===== src/rtl/core/ssu_pkg.sv =====
`timescale 1ns / 1ps
// ssu_pkg: shared widths, limits and codes of the smoothstep wrap upscaler
// used by ssu_div and smoothstep_wrap_upscale; no dependencies
package ssu_pkg;

	localparam int MAX_WIDTH  = 64;
	localparam int MAX_HEIGHT = 64;
	localparam int MAX_SCALE  = 256;

	localparam int COL_W   = $clog2(MAX_WIDTH);
	localparam int ROW_W   = $clog2(MAX_HEIGHT);
	localparam int ADDR_W  = COL_W + ROW_W;
	localparam int DEPTH   = MAX_WIDTH * MAX_HEIGHT;

	localparam int DIM_W   = 7;
	localparam int SCALE_W = 9;
	localparam int OFF_W   = $clog2(MAX_SCALE);
	localparam int PIX_W   = 14;
	localparam int SMP_W   = 16;
	localparam int FRAC_W  = 16;
	localparam int DIV_W   = FRAC_W + OFF_W;
	localparam int CNT_W   = $clog2(DIV_W + 1);

	localparam logic REQ_WRITE = 1'b0;
	localparam logic REQ_READ  = 1'b1;

	typedef enum logic [1:0] {
		CFG_MAP_WIDTH   = 2'd0,
		CFG_MAP_HEIGHT  = 2'd1,
		CFG_HORIZ_SCALE = 2'd2,
		CFG_VERT_SCALE  = 2'd3
	} cfg_idx_t;

endpackage


===== src/rtl/core/ssu_div.sv =====
`timescale 1ns / 1ps
// ssu_div: radix-2 restoring divider, one quotient bit per cycle
// depends on ssu_pkg
module ssu_div import ssu_pkg::*; (
	input  logic               clk,
	input  logic               arst_n,
	input  logic               start,
	input  logic [DIV_W-1:0]   dividend,
	input  logic [SCALE_W-1:0] divisor,
	output logic               done,
	output logic [DIV_W-1:0]   quotient,
	output logic [SCALE_W-1:0] remainder
);

	logic [CNT_W-1:0]   cnt_q;
	logic               done_q;
	logic [DIV_W-1:0]   quo_q;
	logic [SCALE_W-1:0] rem_q;
	logic [SCALE_W-1:0] dvs_q;

	logic [SCALE_W:0]   shifted;
	logic [SCALE_W:0]   trial;
	logic               fits;

	assign shifted = {rem_q, quo_q[DIV_W-1]};
	assign trial   = shifted - {1'b0, dvs_q};
	assign fits    = shifted >= {1'b0, dvs_q};

	always_ff @(posedge clk or negedge arst_n) begin
		if (!arst_n) begin
			cnt_q  <= '0;
			done_q <= 1'b0;
		end else begin
			done_q <= 1'b0;
			if (start) begin
				cnt_q <= CNT_W'(DIV_W);
			end else if (cnt_q != '0) begin
				cnt_q  <= cnt_q - CNT_W'(1);
				done_q <= (cnt_q == CNT_W'(1));
			end
		end
	end

	always_ff @(posedge clk) begin
		if (start) begin
			quo_q <= dividend;
			rem_q <= '0;
			dvs_q <= divisor;
		end else if (cnt_q != '0) begin
			quo_q <= {quo_q[DIV_W-2:0], fits};
			rem_q <= fits ? trial[SCALE_W-1:0] : shifted[SCALE_W-1:0];
		end
	end

	assign done      = done_q;
	assign quotient  = quo_q;
	assign remainder = rem_q;

endmodule


===== config.mk =====
export PLATFORM = sky130hd
export DESIGN_NAME = ssu_div
export DESIGN_NICKNAME = d
export VERILOG_FILES = /design/src/rtl/core/ssu_pkg.sv /design/src/rtl/core/ssu_div.sv
export SDC_FILE = /design/constraint.sdc
export NUM_CORES = 1
export LEC_CHECK = 0
export ABC_CLOCK_PERIOD_IN_PS = 3080
export BUFFER_PORTS_ARGS = -buffer_cell sky130_fd_sc_hd__buf_2
export CORE_ASPECT_RATIO = 2
export CORE_MARGIN = 2
export CORE_UTILIZATION = 52
export DETAILED_ROUTE_END_ITERATION = 6
export MAX_ROUTING_LAYER = met4
export PLACE_DENSITY = 0.82
export SETUP_SLACK_MARGIN = 0.15
export SLEW_MARGIN = 40
export SYNTH_ARGS = -nofsm -noshare
export SYNTH_HDL_FRONTEND = slang
export SYNTH_SLANG_ARGS = --single-unit
export TNS_END_PERCENT = 10

===== constraint.sdc =====
create_clock -name clk -period 3.08 [get_ports clk]
set_input_delay 0 -clock clk [delete_from_list [all_inputs] [get_ports clk]]
set_output_delay 0 -clock clk [all_outputs]
set_load 0.005 [all_outputs]

==> flow_summary_export.csv <==
group,metric,value,unit
clocking,numClockSinks,48,
final_layout,n_antenna_cell,0,
clocking,cts_buffer_depth,2,
power,seqPwrFrac,44.6,%
outcome,outcome,"finished, final reports clean",
worst_setup_path,worst_path_most_repeated_cell,"inv_1",
global_route,antenna_found_initial,0,
timing,tns,0,ns
detailed_routing,vias_per_cell,5.56,
detailed_routing,first_iter_violations,24,
clocking,insertion_delay,0.31,ns
synthesis,ys_seq_area_share,54.5,%
synthesis,avgSynthCellArea,12.6,sq um
timing,post-route-period-util,82.2,%
clocking,h-tree-depth,2,
floorplanning,core,4550,sq um
timing,fmax,395,MHz
worst_setup_path,critPathKind,"reg2reg",
synthesis,synth-seq-cells,48,
synthesis,synth_edf_count,33,
power,finalPower,2.05,mW
final_layout,drive_gt1_share,39.2,%
final_layout,syn2layout_area_growth,27.9,%
timing,rsz0062_at_grt,"no",
worst_setup_path,cp_data_arrival_time,2.75,ns
final_layout,layout_commonest_cell,"buf_2",
synthesis,async_reset_ff_share,12.5,%
synthesis,synth_area,2420,sq um
detailed_routing,drt_pass1_iterations,4,
final_layout,layout.nets,334,
clocking,cts_made_buffers,5,
synthesis,synth_fp_nets,242,
global_route,grt_first_pass_wirelength,9.03,mm
power,vdd_drop_max,0.451,mV
final_layout,post-route-util,68.1,%
power,swShare,33.8,%
power,p_leak,1.40,nW
timing,tightest_slew,0.557,ns
power,p_comb_share,36.2,%
synthesis,yosys_warnings,0,
clocking,ctsResizeCount,0,
placed_design,port_buffers,69,
placed_design,gp_congestion,0.879,
timing,maxSlewViolCount,0,
floorplanning,rows,35,
detailed_routing,drc,0,
timing,fin_skew,0.0130,ns
power,clkPwrFrac,19.2,%
detailed_routing,routed_wl,5.74,mm
power,p_per_area,661,nW/um^2
synthesis,synth_flop_cell,"edfxtp_1",
floorplanning,start_util,53.2,%
global_route,overflow,0,
detailed_routing,wire_per_inst,16.8,um
power,switchingPower,0.693,mW
final_layout,layout_common_cells,"68 x buf_2, 33 x edfxtp_1, 24 x mux2_2",
worst_setup_path,critPathBufInv,2,
timing,hold_viol,0,
floorplanning,die_h,101,um
worst_hold_path,hold_class,"in2reg",
worst_setup_path,crit_required,3.29,ns
worst_setup_path,cp-end-kind,"register",
detailed_routing,ant_nets,0,
worst_setup_path,worst_path_largest_cell_delay,0.40,ns
timing,setup_violations,0,
worst_setup_path,path_cells,"inv_1 -> ha_1 -> inv_1 -> fa_1 -> a21o_2 -> a32o_2 -> a21oi_2 -> o21a_1 -> nand2_1 -> a311oi_1",
global_route,grt_util_all_layers,24.3,%
worst_setup_path,cp_max_fo,10,
placed_design,dpl.hpwl,3.77,mm
clocking,cts_tree,"yes",
global_route,grt_pass1_vias,1976,
worst_setup_path,startpoint_type,"register",
synthesis,syn_inst,193,
floorplanning,die_w,52.3,um
floorplanning,die-area,5260,sq um
floorplanning,pin_count,70,
worst_setup_path,cpMaxStageDelayCell,"fa_1",
job,maxCapViolations,0,
timing,relSlewSlack,62.8,%
clocking,cts-root-buf,"clkbuf_8",
timing,fin_crit,2.53,ns
power,p_int,1.36,mW
final_layout,fillers,364,
worst_setup_path,cp_top_family,"compound AO/OA/AOI/OAI gates",
synthesis,synth_cell_types,46,
detailed_routing,num_vias,1896,
clocking,clk_pin_slew,0.09,ns
global_route,grt_max_degree,50,
## through the flow
| stage | cells | setup WS (ns) | instance area (sq um) | hold WS (ns) |
|---|---|---|---|---|
| after floorplan | 193 | 0.806 | 2420 | -0.296 |
| after global placement | 311 | 0.688 | 2790 | -0.170 |
| after detailed placement | 311 | 0.584 | 2790 | -0.167 |
| after CTS | 340 | 0.551 | 3090 | 0.000491 |
| after global routing | 341 | 0.341 | 3100 | 0.00300 |
| final | 341 | 0.548 | 3100 | 0.00179 |
## sequential cells by signal, indices dropped and copies added, names as in the netlist
name       flops
quotient      24
dvs_q          9
remainder      9
done           1
cnt_q          5
## cell usage after synthesis, types with 2 or more instances
master	count	area, sq um
dfrtp_1	6	150
a21oi_1	6	30.0
edfxtp_1	33	991
nand2_1	13	48.8
xor2_1	2	17.5
mux2_2	24	270
clkbuf_8	3	41.3
nand3b_1	5	37.5
xnor2_1	4	35.0
nor3_1	4	20.0
a211o_1	2	17.5
dfxtp_1	9	180
inv_1	13	48.8
ha_1	12	150
nand3_1	2	10.0
a21o_2	3	26.3
a311oi_1	6	52.6
nor2_1	11	41.3
o21ai_0	3	15.0
nand2b_1	2	12.5
or3_1	2	12.5
clkbuf_1	3	11.3
o21a_1	2	15.0
## power groups by stage
stage,Sequential [mW],Clock (mW),Combinational (mW)
3_5_place_dp,0.925,0,0.712
3_3_place_gp,0.921,0,0.689
4_1_cts,0.912,0.395,0.735
6_report,0.915,0.394,0.741
2_1_floorplan,0.913,0,0.502
5_1_grt,0.931,0.417,0.821
## cell families (layout without fill, tap and decap cells)
family	Yosys count	count (layout)	share of synthesized area, %
compound gates	32	32	9.91
xor+xnor	6	6	2.17
fa+ha+maj	13	13	7.02
buf+inv	21	114	4.80
flops	48	48	54.5
mux	24	24	11.1
simple gates	49	49	10.5
## worst paths after layout
kind	cells after the start	start	slack [ns]	endpoint
max in group asynchronous	2	arst_n	2.91	done$_DFF_PN0_
setup / recovery	10	quotient[23]$_DFFE_PP_	0.55	remainder[4]$_SDFFE_PP0P_
hold reg to reg	1	cnt_q[3]$_DFFE_PN0P_	0.52	cnt_q[3]$_DFFE_PN0P_
hold / removal	2	dividend[10]	0.002	quotient[10]$_DFFE_PP_
setup reg to reg	10	quotient[23]$_DFFE_PP_	0.55	remainder[4]$_SDFFE_PP0P_
min in group asynchronous	2	arst_n	0.03	cnt_q[1]$_DFFE_PN0P_
## timing repair
item | in CTS | in global routing
endpoints found under the hold margin | 26 | 1
hold buffers | 21 | 1
setup buffers | 0 | 0
## metal layers
metal	global-route usage, %	part of all wire, %	vias to the layer above
met1	22.7	34	915
met4	13.8	4.6	0
met5	-	0	-
met3	3.56	3.8	21
met2	44.3	57	67
li1	-	-	893
## area by class of cell
class | instances | area (sq um) | area share [%]
clock buffers | 6 | 82.6 | 2.66
clock inverters | 2 | 10.0 | 0.323
inverters | 13 | 48.8 | 1.57
multi-input cells | 124 | 987 | 31.8
flip-flops and latches | 48 | 1320 | 42.6
well taps | 55 | 68.8 | 2.22
repair buffers | 93 | 583 | 18.8
No activity file was read; power rests on OpenSTA's default activity.
